`config.mk`:
```
export PLATFORM = sky130hd
export DESIGN_NAME = button_debounce_long_press_core
export DESIGN_NICKNAME = d
export VERILOG_FILES = /design/src/design/bdlp_pkg.sv /design/src/design/bdlp_step.sv /design/src/design/button_debounce_long_press_core.sv
export VERILOG_INCLUDE_DIRS = /design/src /design/src/design
export SDC_FILE = /design/constraint.sdc
export NUM_CORES = 1
export LEC_CHECK = 0
export BUFFER_PORTS_ARGS = -buffer_cell sky130_fd_sc_hd__clkbuf_2
export CAP_MARGIN = 5
export CORE_ASPECT_RATIO = 0.7
export CORE_UTILIZATION = 55
export CTS_CLUSTER_SIZE = 14
export DETAILED_ROUTE_END_ITERATION = 12
export MAX_ROUTING_LAYER = met4
export PLACE_DENSITY = 0.89
export SETUP_SLACK_MARGIN = 0.2
export SLEW_MARGIN = 20
export SYNTH_ARGS = -nofsm -noshare
export SYNTH_HDL_FRONTEND = slang
export SYNTH_SLANG_ARGS = --single-unit
```
`constraint.sdc`:
```
create_clock -name clk -period 4.9 [get_ports clk]
set_clock_uncertainty 0.15 [all_clocks]
set_input_delay 0.98 -clock clk [delete_from_list [all_inputs] [get_ports clk]]
set_output_delay 0.98 -clock clk [all_outputs]
set_load 0.005 [all_outputs]
```
`src/design/button_debounce_long_press_core_defines.svh`:
```
// Assertion macros for the button debounce core.
`ifndef BUTTON_DEBOUNCE_LONG_PRESS_CORE_DEFINES_SVH
`define BUTTON_DEBOUNCE_LONG_PRESS_CORE_DEFINES_SVH

`ifndef SYNTHESIS

// Property checked outside of reset.
`define BDLP_ASSERT(lbl, clk_s, rstn_s, prop, msg) \
  lbl: assert property (@(posedge clk_s) disable iff (!rstn_s) (prop)) else $error(msg);

// Property checked at every edge, reset included.
`define BDLP_ASSERT_ALWAYS(lbl, clk_s, prop, msg) \
  lbl: assert property (@(posedge clk_s) (prop)) else $error(msg);

`else

`define BDLP_ASSERT(lbl, clk_s, rstn_s, prop, msg)
`define BDLP_ASSERT_ALWAYS(lbl, clk_s, prop, msg)

`endif

`endif

```
`src/design/bdlp_pkg.sv`:
```
package bdlp_pkg;

  localparam int unsigned TimeW = 32;

  // Register indexes on the configuration port
  localparam logic [1:0] CFG_IGNORE_TIME    = 2'd0;
  localparam logic [1:0] CFG_LONG_THRESHOLD = 2'd1;
  localparam logic [1:0] CFG_INVERT_INPUT   = 2'd2;

  // Register reset values
  localparam logic [TimeW-1:0] IGNORE_TIME_RST    = 32'd50;
  localparam logic [TimeW-1:0] LONG_THRESHOLD_RST = 32'd1000;

  typedef enum logic [2:0] {
    PH_IDLE       = 3'd0,
    PH_PRESS_DB   = 3'd1,
    PH_HELD       = 3'd2,
    PH_LONG_HELD  = 3'd3,
    PH_RELEASE_DB = 3'd4
  } phase_t;

  typedef enum logic [2:0] {
    EV_NONE         = 3'd0,
    EV_PRESS        = 3'd1,
    EV_RELEASE      = 3'd2,
    EV_LONG_PRESS   = 3'd3,
    EV_LONG_RELEASE = 3'd4
  } event_t;

  typedef struct packed {
    logic [TimeW-1:0] ignore_time;
    logic [TimeW-1:0] long_threshold;
    logic             invert_input;
  } cfg_t;

  typedef struct packed {
    logic             action;
    logic             raw_level;
    logic [TimeW-1:0] now_ms;
  } item_t;

  typedef struct packed {
    phase_t           phase;
    logic [TimeW-1:0] last_change_ms;
    logic             held_level;
  } btn_state_t;

endpackage

```
`src/design/bdlp_step.sv`:
```
// One state machine step for one beat: next button state and event.
module bdlp_step import bdlp_pkg::*; (
  input  cfg_t       cfg,
  input  item_t      item,
  input  btn_state_t cur,
  output btn_state_t nxt,
  output event_t     ev
);

  logic [TimeW-1:0] ign_deadline;
  logic [TimeW-1:0] long_deadline;
  logic             ign_expired;
  logic             long_expired;
  logic             q;

  // Deadlines wrap at 32 bits, unsigned compare against now
  assign ign_deadline  = cur.last_change_ms + cfg.ignore_time;
  assign long_deadline = cur.last_change_ms + cfg.long_threshold;
  assign ign_expired   = ign_deadline < item.now_ms;
  assign long_expired  = long_deadline < item.now_ms;
  assign q             = item.raw_level ^ cfg.invert_input;

  always_comb begin
    nxt = cur;
    ev  = EV_NONE;
    if (item.action) begin
      // forced release debounce, level and time untouched
      nxt.phase = PH_RELEASE_DB;
    end else begin
      nxt.held_level = q;
      unique case (cur.phase)
        PH_IDLE: begin
          if (q) begin
            nxt.phase          = PH_PRESS_DB;
            nxt.last_change_ms = item.now_ms;
            ev                 = EV_PRESS;
          end
        end
        PH_PRESS_DB: begin
          if (ign_expired) begin
            nxt.phase          = PH_HELD;
            nxt.last_change_ms = item.now_ms;
          end
        end
        PH_HELD: begin
          if (!q) begin
            nxt.phase          = PH_RELEASE_DB;
            nxt.last_change_ms = item.now_ms;
            ev                 = EV_RELEASE;
          end else if (long_expired) begin
            nxt.phase          = PH_LONG_HELD;
            nxt.last_change_ms = item.now_ms;
            ev                 = EV_LONG_PRESS;
          end
        end
        PH_LONG_HELD: begin
          if (!q) begin
            nxt.phase          = PH_RELEASE_DB;
            nxt.last_change_ms = item.now_ms;
            ev                 = EV_LONG_RELEASE;
          end
        end
        PH_RELEASE_DB: begin
          if (ign_expired) begin
            nxt.phase = PH_IDLE;
          end
        end
        default: begin
          // unreachable codes hold their phase
          nxt.phase = cur.phase;
        end
      endcase
    end
  end

endmodule

```
`src/design/button_debounce_long_press_core.sv`:
```
// Channel  | ports                                   | direction
// ---------+-----------------------------------------+----------
// input    | in_valid, in_stall, in_action,          | in
//          | in_raw_level, in_now_ms                 |
// result   | out_valid, out_stall, out_event_res,    | out
//          | out_machine_state, out_qualified_level  |
// config   | cfg_we, cfg_index, cfg_data             | in
//
// One beat per cycle while the result is not stalled; each input beat passes
// through the input register, then the state update into the result register.
// The single state machine update between those registers sets the rate.
// Synchronous active-low reset returns the registers to their reset values
// and the machine to idle. A stalled result holds both stages; in_stall
// rises only when both stages are full and the result is stalled.
module button_debounce_long_press_core import bdlp_pkg::*; (
  input  logic             clk,
  input  logic             rst_n,
  input  logic             in_valid,
  output logic             in_stall,
  input  logic             in_action,
  input  logic             in_raw_level,
  input  logic [TimeW-1:0] in_now_ms,
  output logic             out_valid,
  input  logic             out_stall,
  output logic [2:0]       out_event_res,
  output logic [2:0]       out_machine_state,
  output logic             out_qualified_level,
  input  logic             cfg_we,
  input  logic [1:0]       cfg_index,
  input  logic [TimeW-1:0] cfg_data
);

`include "button_debounce_long_press_core_defines.svh"

  cfg_t       cfg_r;
  item_t      s1_item_r;
  logic       s1_valid_r;
  btn_state_t st_r;
  btn_state_t st_nxt;
  event_t     ev_nxt;
  logic       out_valid_r;
  event_t     out_ev_r;
  phase_t     out_phase_r;
  logic       out_level_r;
  logic       adv;
  logic       s1_fire;

  // pipeline moves when the result register is free or drained
  assign adv      = !out_valid_r || !out_stall;
  assign s1_fire  = s1_valid_r && adv;
  assign in_stall = s1_valid_r && !adv;

  // configuration registers
  always_ff @(posedge clk) begin
    if (!rst_n) begin
      cfg_r.ignore_time    <= IGNORE_TIME_RST;
      cfg_r.long_threshold <= LONG_THRESHOLD_RST;
      cfg_r.invert_input   <= 1'b0;
    end else if (cfg_we) begin
      unique case (cfg_index)
        CFG_IGNORE_TIME:    cfg_r.ignore_time    <= cfg_data;
        CFG_LONG_THRESHOLD: cfg_r.long_threshold <= cfg_data;
        CFG_INVERT_INPUT:   cfg_r.invert_input   <= cfg_data[0];
        default: begin
          cfg_r <= cfg_r;
        end
      endcase
    end
  end

  // input register
  always_ff @(posedge clk) begin
    if (!rst_n) begin
      s1_valid_r <= 1'b0;
    end else if (!in_stall) begin
      s1_valid_r <= in_valid;
    end
  end

  always_ff @(posedge clk) begin
    if (in_valid && !in_stall) begin
      s1_item_r <= '{action: in_action, raw_level: in_raw_level, now_ms: in_now_ms};
    end
  end

  bdlp_step u_step (
    .cfg  (cfg_r),
    .item (s1_item_r),
    .cur  (st_r),
    .nxt  (st_nxt),
    .ev   (ev_nxt)
  );

  // button state
  always_ff @(posedge clk) begin
    if (!rst_n) begin
      st_r.phase          <= PH_IDLE;
      st_r.last_change_ms <= '0;
      st_r.held_level     <= 1'b0;
    end else if (s1_fire) begin
      st_r <= st_nxt;
    end
  end

  // result register
  always_ff @(posedge clk) begin
    if (!rst_n) begin
      out_valid_r <= 1'b0;
    end else if (adv) begin
      out_valid_r <= s1_valid_r;
    end
  end

  always_ff @(posedge clk) begin
    if (s1_fire) begin
      out_ev_r    <= ev_nxt;
      out_phase_r <= st_nxt.phase;
      out_level_r <= st_nxt.held_level;
    end
  end

  assign out_valid           = out_valid_r;
  assign out_event_res       = out_ev_r;
  assign out_machine_state   = out_phase_r;
  assign out_qualified_level = out_level_r;

  `BDLP_ASSERT_ALWAYS(a_rst_clears_out, clk, !rst_n |=> !out_valid, "result valid after reset")
  `BDLP_ASSERT(a_stall_needs_full, clk, rst_n, in_stall |-> (s1_valid_r && out_valid_r), "input stalled with room")
  `BDLP_ASSERT(a_press_phase, clk, rst_n, (out_valid && out_event_res == EV_PRESS) |-> out_machine_state == PH_PRESS_DB, "press without press debounce")
  `BDLP_ASSERT(a_long_phase, clk, rst_n, (out_valid && out_event_res == EV_LONG_PRESS) |-> out_machine_state == PH_LONG_HELD, "long press without long held")
  `BDLP_ASSERT(a_release_phase, clk, rst_n, (out_valid && (out_event_res == EV_RELEASE || out_event_res == EV_LONG_RELEASE)) |-> out_machine_state == PH_RELEASE_DB, "release without release debounce")

endmodule
```
==> flow_metrics.py, run 1 <==
metrics = {
    "floorplanning": {
        "floorplan.core_area_mm2": 0.01727,
        "die_h_um": 113.7,
        "design.die.area_mm2": 0.01836,
        "std_cell_rows": 40,
        "design.portCount": 82,
        "die_w_um": 161.5,
        "initial_utilization_pct": 56.73,
    },
    "clocking": {
        "cts.reportedPaths.clkPinSlew_ns": 0.07,
        "tritoncts_num_sinks": 144,
        "h_tree_level_count": 4,
        "post_cts_hold_buffer_count": 0,
        "clk-insertion-delay-late_ns": 0.45,
        "clk_path_buf_depth": 2,
        "cts_inserted_buffers": 17,
        "cts_tree": "built",
        "cts.root.buffer_cell": "sky130_fd_sc_hd__clkbuf_16",
    },
    "timing": {
        "finalHoldViolations": 0,
        "setup_repair_after_global_routing_missed_its_margin": "yes",
        "layout_min_cycle_time_ns": 4.830,
        "achievable-frequency_mhz": 207.0,
        "tightestPinTransition_ns": 0.8812,
        "worst_slew_margin_rel_pct": 41.25,
        "max_slew_violation_total_from_the_final_report": 0,
        "final_setup_tns_ns": 0,
        "period_share_pct": 98.58,
        "setup_viol": 0,
    },
    "drt": {
        "ant_nets": 0,
        "detail_route.vias_per_cell": 6.111,
        "drt_pass1_iterations": 5,
        "finalWirelength_um": 28140,
        "wirelength_per_cell_um": 19.01,
        "detailroute.via_count": 9045,
        "first_iter_violations": 925,
        "drc": 0,
    },
    "yosys": {
        "synth_ff_type": "sky130_fd_sc_hd__dfxtp_1",
        "flops_latches_synth": 144,
        "number_of_synthesized_flops_with_an_enable_pin": 41,
        "netlist-cell-type-count": 67,
        "post-synth-top-area-fraction_pct": 21.05,
        "synthesized_area_fraction_occupied_by_ao_oa_aoi_and_oai_cells_pct": 21.09,
        "share_of_synthesized_area_spent_on_multiplexers_pct": 3.487,
        "synthMostInstantiatedCell": "sky130_fd_sc_hd__nand2_1",
        "syn-mean-instance-area_um2": 8.653,
        "synthXorXnorAreaFrac_pct": 5.096,
        "yosys.area_share.adder_pct": 16.25,
        "synthesis.area_mm2": 0.009796,
        "postSynth.asyncResetShare_pct": 0,
        "synthesis.instances": 1132,
        "yosysWarnings": 0,
        "post_synth_most_frequent_cells": "sky130_fd_sc_hd__nand2_1, sky130_fd_sc_hd__ha_1, sky130_fd_sc_hd__dfxtp_1",
        "synth.area.top_cells": "sky130_fd_sc_hd__dfxtp_1, sky130_fd_sc_hd__ha_1, sky130_fd_sc_hd__edfxtp_1",
        "synth_top_family_by_area": "compound AO/OA/AOI/OAI gates",
        "synth_sequential_area_ratio_pct": 33.62,
        "postSynthNetCount": 1331,
        "synth_largest_area_cell": "sky130_fd_sc_hd__dfxtp_1",
        "synth-simple-area-share_pct": 16.31,
    },
    "final_layout": {
        "layout-drive-gt1-share_pct": 18.73,
        "area.growth.synth_to_final_pct": 19.99,
        "nNetsFinal": 1435,
        "utilization_pct": 68.07,
        "diodes": 0,
        "fillerInstances": 1287,
        "design_area_mm2": 0.01175,
    },
    "power": {
        "ir_drop_worst_vdd_mv": 0.3325,
        "pwr_density_cell_mw_per_mm2": 265.0,
        "p_leak_nw": 5.390,
    },
    "flow_run": {
        "maxCapViolCount": 0,
    },
    "worst_setup_path": {
        "cp_max_stage_delay_ns": 0.49,
        "crit_chain": "ha_4, a21o_1, a21o_1, a221oi_4, a31oi_4, a211o_1, a2111oi_4, o41ai_2, xor2_1, ha_1, a21o_1, a21o_1, a21oi_2, o21ai_2, a211oi_2, o211a_1, o21a_4, buf_12, clkbuf_16, mux2i_1",
        "crit_path_end_kind": "register",
        "timing.critical_path.arrival_ns": 5.06,
        "worst-path-buf-inv": 2,
        "cpLargestDelayFamily": "compound AO/OA/AOI/OAI gates",
        "cpMostUsedCell": "sky130_fd_sc_hd__a21o_1",
        "worst_setup_path_start_kind": "register",
        "cp.required_ns": 5.13,
        "criticalPathCategory": "register to register",
        "timing.critical_path.slowest_stage_cell": "sky130_fd_sc_hd__a2111oi_4",
        "crit_fanout": 5,
    },
    "grt": {
        "antenna_found_initial": 0,
        "grt_remaining_overflow": 0,
        "grt_pass1_vias": 8599,
        "gr-usage-all-layers_pct": 30.96,
        "grt_pass1_wl_um": 43100,
        "grt_max_degree": 97,
    },
    "outcome": {
        "outcome": "completed",
    },
    "hold_path": {
        "hold_path.class": "register to register",
    },
    "place": {
        "detailedPlacementHpwl_um": 19020,
        "port_buffers": 81,
        "placement.cell_area_mm2": 0.01052,
        "gpl.final_weighted_congestion": 0.9706,
    },
}
-- cells by family (layout without fill, tap and decap cells) --
logic type,count (synthesis),count (layout)
buf+inv,103,220
fa+ha+maj,126,126
flops,144,144
compound gates,302,302
xor+xnor,57,57
simple gates,366,366
mux,34,34
-- worst min-delay path, cell delays in order, from the launching register on --
cell,delay [ns]
sky130_fd_sc_hd__dfxtp_1,0.31
sky130_fd_sc_hd__nand2_1,0.05
sky130_fd_sc_hd__a21boi_0,0.06
-- where the power goes --
| group | leakage [nW] | switching, mW | internal, mW |
|---|---|---|---|
| sequential | 1.24 | 0.0385 | 1.27 |
| clock | 0.293 | 0.567 | 0.785 |
| combinational | 3.86 | 0.261 | 0.189 |
-- per-stage QoR --
| step | hold WS, ns | cells | worst slack, ns | power (mW) |
|---|---|---|---|---|
| after floorplan | 0.2910 | 1132 | 0.2587 | 1.591 |
| after global placement | 0.3020 | 1424 | 0.1504 | 1.711 |
| after detailed placement | 0.3135 | 1424 | -0.05809 | 1.728 |
| final | 0.3191 | 1480 | 0.06959 | 3.114 |
| after global routing | 0.3370 | 1480 | -0.05665 | 3.207 |
| after CTS | 0.3223 | 1470 | 0.1939 | 3.085 |
-- sequential cells by signal, indices dropped and copies added, names as in the netlist --
register / flops
st_r: 36
out_machine_state: 3
out_event_res: 3
out_qualified_level: 1
s1_valid_r: 1
out_valid: 1
cfg_r: 65
s1_item_r: 34
-- repair_timing --
action / CTS / global route
pin swaps: 15 / 38
endpoints found under the hold margin: 0 / 0
cloned: 2 / 1
setup buffers: 12 / 8
resized for setup: 29 / 57
endpoints found under the setup margin: 35 / 39
-- per-layer routing --
| metal | vias up | global-route usage, % | routed length (um) |
|---|---|---|---|
| met5 | - | - | 0 |
| met4 | 0 | 11.82 | 782 |
| met3 | 79 | 5.491 | 2604 |
| met2 | 482 | 46.70 | 12120 |
| met1 | 4260 | 41.44 | 12630 |
| li1 | 4224 | - | - |
-- worst paths after layout --
kind,cells after the start,end,slack (ns),from
max,20,st_r[27],0.07,st_r[11]
min,2,cfg_r[22],0.32,cfg_r[22]
max reg2reg,20,st_r[27],0.07,st_r[11]
min reg2reg,2,cfg_r[22],0.32,cfg_r[22]
-- cells in the final DEF, fill, tap and decap left out, types with 9 or more instances in the layout --
cell                        synthesis  routed
sky130_fd_sc_hd__nor3_1             9       9
sky130_fd_sc_hd__o21a_1            12      11
sky130_fd_sc_hd__o21ai_0           34      24
sky130_fd_sc_hd__inv_1             61      60
sky130_fd_sc_hd__nand3_1           19      19
sky130_fd_sc_hd__nand2_1          231     231
sky130_fd_sc_hd__xnor2_1           39      39
sky130_fd_sc_hd__nor2_1            45      44
sky130_fd_sc_hd__o21bai_1          13      13
sky130_fd_sc_hd__a21oi_2            0      12
sky130_fd_sc_hd__buf_4              3      39
sky130_fd_sc_hd__a21o_1            47      47
sky130_fd_sc_hd__mux2i_1           33      33
sky130_fd_sc_hd__a21boi_0          57      57
sky130_fd_sc_hd__xor2_1            18      18
sky130_fd_sc_hd__clkbuf_2           0      80
sky130_fd_sc_hd__clkbuf_16          0      20
sky130_fd_sc_hd__a21oi_1           65      52
sky130_fd_sc_hd__dfxtp_1          103      97
sky130_fd_sc_hd__o21ai_1           12      16
sky130_fd_sc_hd__nand4_1           15      15
sky130_fd_sc_hd__ha_1             124     112
sky130_fd_sc_hd__nand2b_1           9       9
sky130_fd_sc_hd__edfxtp_1          41      41
-- cell type report --
class	instances	area, um2	area share [%]
sequential	144	3306	28.12
multi-input combinational	885	6446	54.84
timing repair buffer	127	873.3	7.430
tap	231	289.0	2.459
clock buffer	21	493.0	4.194
inverter	61	229.0	1.948
clock inverter	11	117.6	1.001
No activity file was read; power rests on OpenSTA's default activity.
==> inputs of run 2 (changes only) <==
--- a/config.mk
+++ b/config.mk
@@ -9,11 +9,11 @@
 export BUFFER_PORTS_ARGS = -buffer_cell sky130_fd_sc_hd__clkbuf_2
 export CAP_MARGIN = 5
 export CORE_ASPECT_RATIO = 0.7
-export CORE_UTILIZATION = 55
+export CORE_UTILIZATION = 65
 export CTS_CLUSTER_SIZE = 14
 export DETAILED_ROUTE_END_ITERATION = 12
 export MAX_ROUTING_LAYER = met4
-export PLACE_DENSITY = 0.89
+export PLACE_DENSITY = 0.95
 export SETUP_SLACK_MARGIN = 0.2
 export SLEW_MARGIN = 20
 export SYNTH_ARGS = -nofsm -noshare
==> constraint.sdc (replaced) <==
create_clock -name clk -period 5.84 [get_ports clk]
set_clock_uncertainty 0.15 [all_clocks]
set_input_delay 1.168 -clock clk [delete_from_list [all_inputs] [get_ports clk]]
set_output_delay 1.168 -clock clk [all_outputs]
set_load 0.005 [all_outputs]
==> flow_metrics.py, run 2 (same netlist as run 1, synthesis figures left out) <==
metrics = {
    "drt": {
        "detailroute.via_count": 8904,
        "finalWirelength_um": 26290,
        "drc": 0,
        "wirelength_per_cell_um": 18.73,
        "detail_route.vias_per_cell": 6.342,
        "first_iter_violations": 1052,
        "ant_nets": 0,
        "drt_pass1_iterations": 10,
    },
    "floorplanning": {
        "std_cell_rows": 37,
        "design.portCount": 82,
        "die_h_um": 104.7,
        "design.die.area_mm2": 0.01557,
        "die_w_um": 148.7,
        "floorplan.core_area_mm2": 0.01472,
        "initial_utilization_pct": 66.54,
    },
    "worst_setup_path": {
        "timing.rr.start": "st_r[2]",
        "timing.critical_path.arrival_ns": 5.60,
        "crit_fanout": 16,
        "cp.required_ns": 6.05,
        "criticalPathCategory": "register to register",
        "crit_path_end_kind": "register",
        "worst_setup_path_start_kind": "register",
        "timing.reg2reg.setup_slack_ns": 0.45,
        "r2r-end": "st_r[26]",
        "worstRegToRegCells": 19,
    },
    "timing": {
        "layout_min_cycle_time_ns": 5.393,
        "final_setup_tns_ns": 0,
        "achievable-frequency_mhz": 185.4,
        "tightestPinTransition_ns": 0.9203,
        "worst_slew_margin_rel_pct": 38.64,
        "finalHoldViolations": 0,
        "period_share_pct": 92.35,
        "setup_viol": 0,
        "setup_repair_after_global_routing_missed_its_margin": "no",
        "max_slew_violation_total_from_the_final_report": 0,
    },
    "final_layout": {
        "area.growth.synth_to_final_pct": 11.70,
        "fillerInstances": 1018,
        "nNetsFinal": 1395,
        "largest_reg_flops": 65,
        "most_common_cell_after_layout_fill_and_taps_aside": "sky130_fd_sc_hd__nand2_1",
        "regMostFlops": "cfg_r",
        "largest_registers": "cfg_r: 65 flops, st_r: 36 flops, s1_item_r: 34 flops",
        "layout.cells.most_common_list": "sky130_fd_sc_hd__nand2_1, sky130_fd_sc_hd__ha_1, sky130_fd_sc_hd__dfxtp_1",
        "utilization_pct": 74.32,
        "diodes": 0,
        "layout-drive-gt1-share_pct": 11.17,
    },
    "power": {
        "ir_drop_worst_vdd_mv": 0.2034,
        "pwr_density_cell_mw_per_mm2": 231.1,
        "p_leak_nw": 5.101,
    },
    "clocking": {
        "clk_path_buf_depth": 2,
        "cts_inserted_buffers": 17,
        "h_tree_level_count": 4,
        "tritoncts_num_sinks": 144,
        "post_cts_hold_buffer_count": 0,
        "cts.root.buffer_cell": "sky130_fd_sc_hd__clkbuf_16",
        "cts.reportedPaths.clkPinSlew_ns": 0.07,
        "post-cts-setup-buffers": 0,
        "clk-insertion-delay-late_ns": 0.44,
        "cts_resized": 0,
        "cts_tree": "built",
    },
    "grt": {
        "grt_max_degree": 137,
        "antenna_found_initial": 0,
        "grt_pass1_vias": 8745,
        "grt_pass1_wl_um": 42720,
        "gr-usage-all-layers_pct": 35.83,
        "grt_remaining_overflow": 0,
    },
    "hold_path": {
        "worstHoldEndpoint": "cfg_r[56]",
        "hold_path.class": "register to register",
        "hp-start": "cfg_r[56]",
        "worstHoldPathCells": 2,
    },
    "place": {
        "port_buffers": 81,
        "detailedPlacementHpwl_um": 18740,
        "gpl.final_weighted_congestion": 0.9843,
    },
    "outcome": {
        "outcome": "completed",
    },
    "flow_run": {
        "maxCapViolCount": 0,
    },
}
-- run 2: cell count changes in the layout (fill, tap and decap cells not counted), sizes merged --
cell and change:
buf -39, clkbuf -3, inv +3, clkinv -1
-- run 2: power breakdown --
part	switching (mW)	total, mW	internal [mW]
combinational	0.203	0.343	0.139
clock	0.470	1.09	0.616
sequential	0.0295	1.10	1.07
-- run 2: worst max-delay path, stage by stage (launching register included) --
cell and delay (ns):
sky130_fd_sc_hd__dfxtp_1 0.39, sky130_fd_sc_hd__ha_1 0.28, sky130_fd_sc_hd__a211oi_1 0.24, sky130_fd_sc_hd__nor2_1 0.15, sky130_fd_sc_hd__o21ai_1 0.37, sky130_fd_sc_hd__a31oi_2 0.24
sky130_fd_sc_hd__a211o_1 0.35, sky130_fd_sc_hd__a2111oi_2 0.53, sky130_fd_sc_hd__o41ai_1 0.16, sky130_fd_sc_hd__xor2_1 0.17, sky130_fd_sc_hd__ha_1 0.33, sky130_fd_sc_hd__a21o_1 0.17
sky130_fd_sc_hd__a21o_1 0.16, sky130_fd_sc_hd__a21oi_1 0.17, sky130_fd_sc_hd__o21ai_0 0.19, sky130_fd_sc_hd__a211oi_1 0.32, sky130_fd_sc_hd__o211a_1 0.20, sky130_fd_sc_hd__o21a_2 0.13
sky130_fd_sc_hd__buf_4 0.30, sky130_fd_sc_hd__mux2i_1 0.27
-- run 2: how the worst max path moves through the flow --
stage | slack, ns | startpoint | end
finish | 0.45 | st_r[2] | st_r[26]
global route | 0.25 | st_r[2] | st_r[31]
CTS | 0.59 | st_r[1] | st_r[26]
detailed placement | 0.68 | st_r[11] | st_r[26]
global placement | 0.92 | st_r[1] | st_r[11]
floorplan | 1.20 | st_r[1] | st_r[10]
-- run 2: final cells by class --
type,count,area (um2),area share [%]
Sequential cell,144,3293,30.10
Timing Repair Buffer,87,476.7,4.357
Multi-Input combinational cell,885,6123,55.96
Tap cell,195,244.0,2.230
Inverter,61,229.0,2.093
Clock inverter,13,122.6,1.121
Clock buffer,19,452.9,4.140
-- run 2: metrics by stage --
step	instances	area (um2)	total power, mW	setup WS [ns]	hold WS, ns
after CTS	1403	10900	2.516	0.5880	0.3285
final	1404	10940	2.528	0.4470	0.3253
after global routing	1404	10940	2.597	0.2524	0.3470
after detailed placement	1371	10320	1.442	0.6755	0.3160
after floorplan	1132	9796	1.335	1.199	0.2910
after global placement	1371	10320	1.425	0.9235	0.3040
-- run 2: per-layer routing --
| metal | vias to the layer above | share of wire [%] | wire, um | track usage, % |
|---|---|---|---|---|
| li1 | 4157 | - | - | - |
| met1 | 4174 | 45 | 11770 | 47.99 |
| met2 | 502 | 44 | 11580 | 54.21 |
| met3 | 71 | 8.7 | 2297 | 6.725 |
| met4 | 0 | 2.5 | 655 | 12.15 |
| met5 | - | 0 | 0 | - |
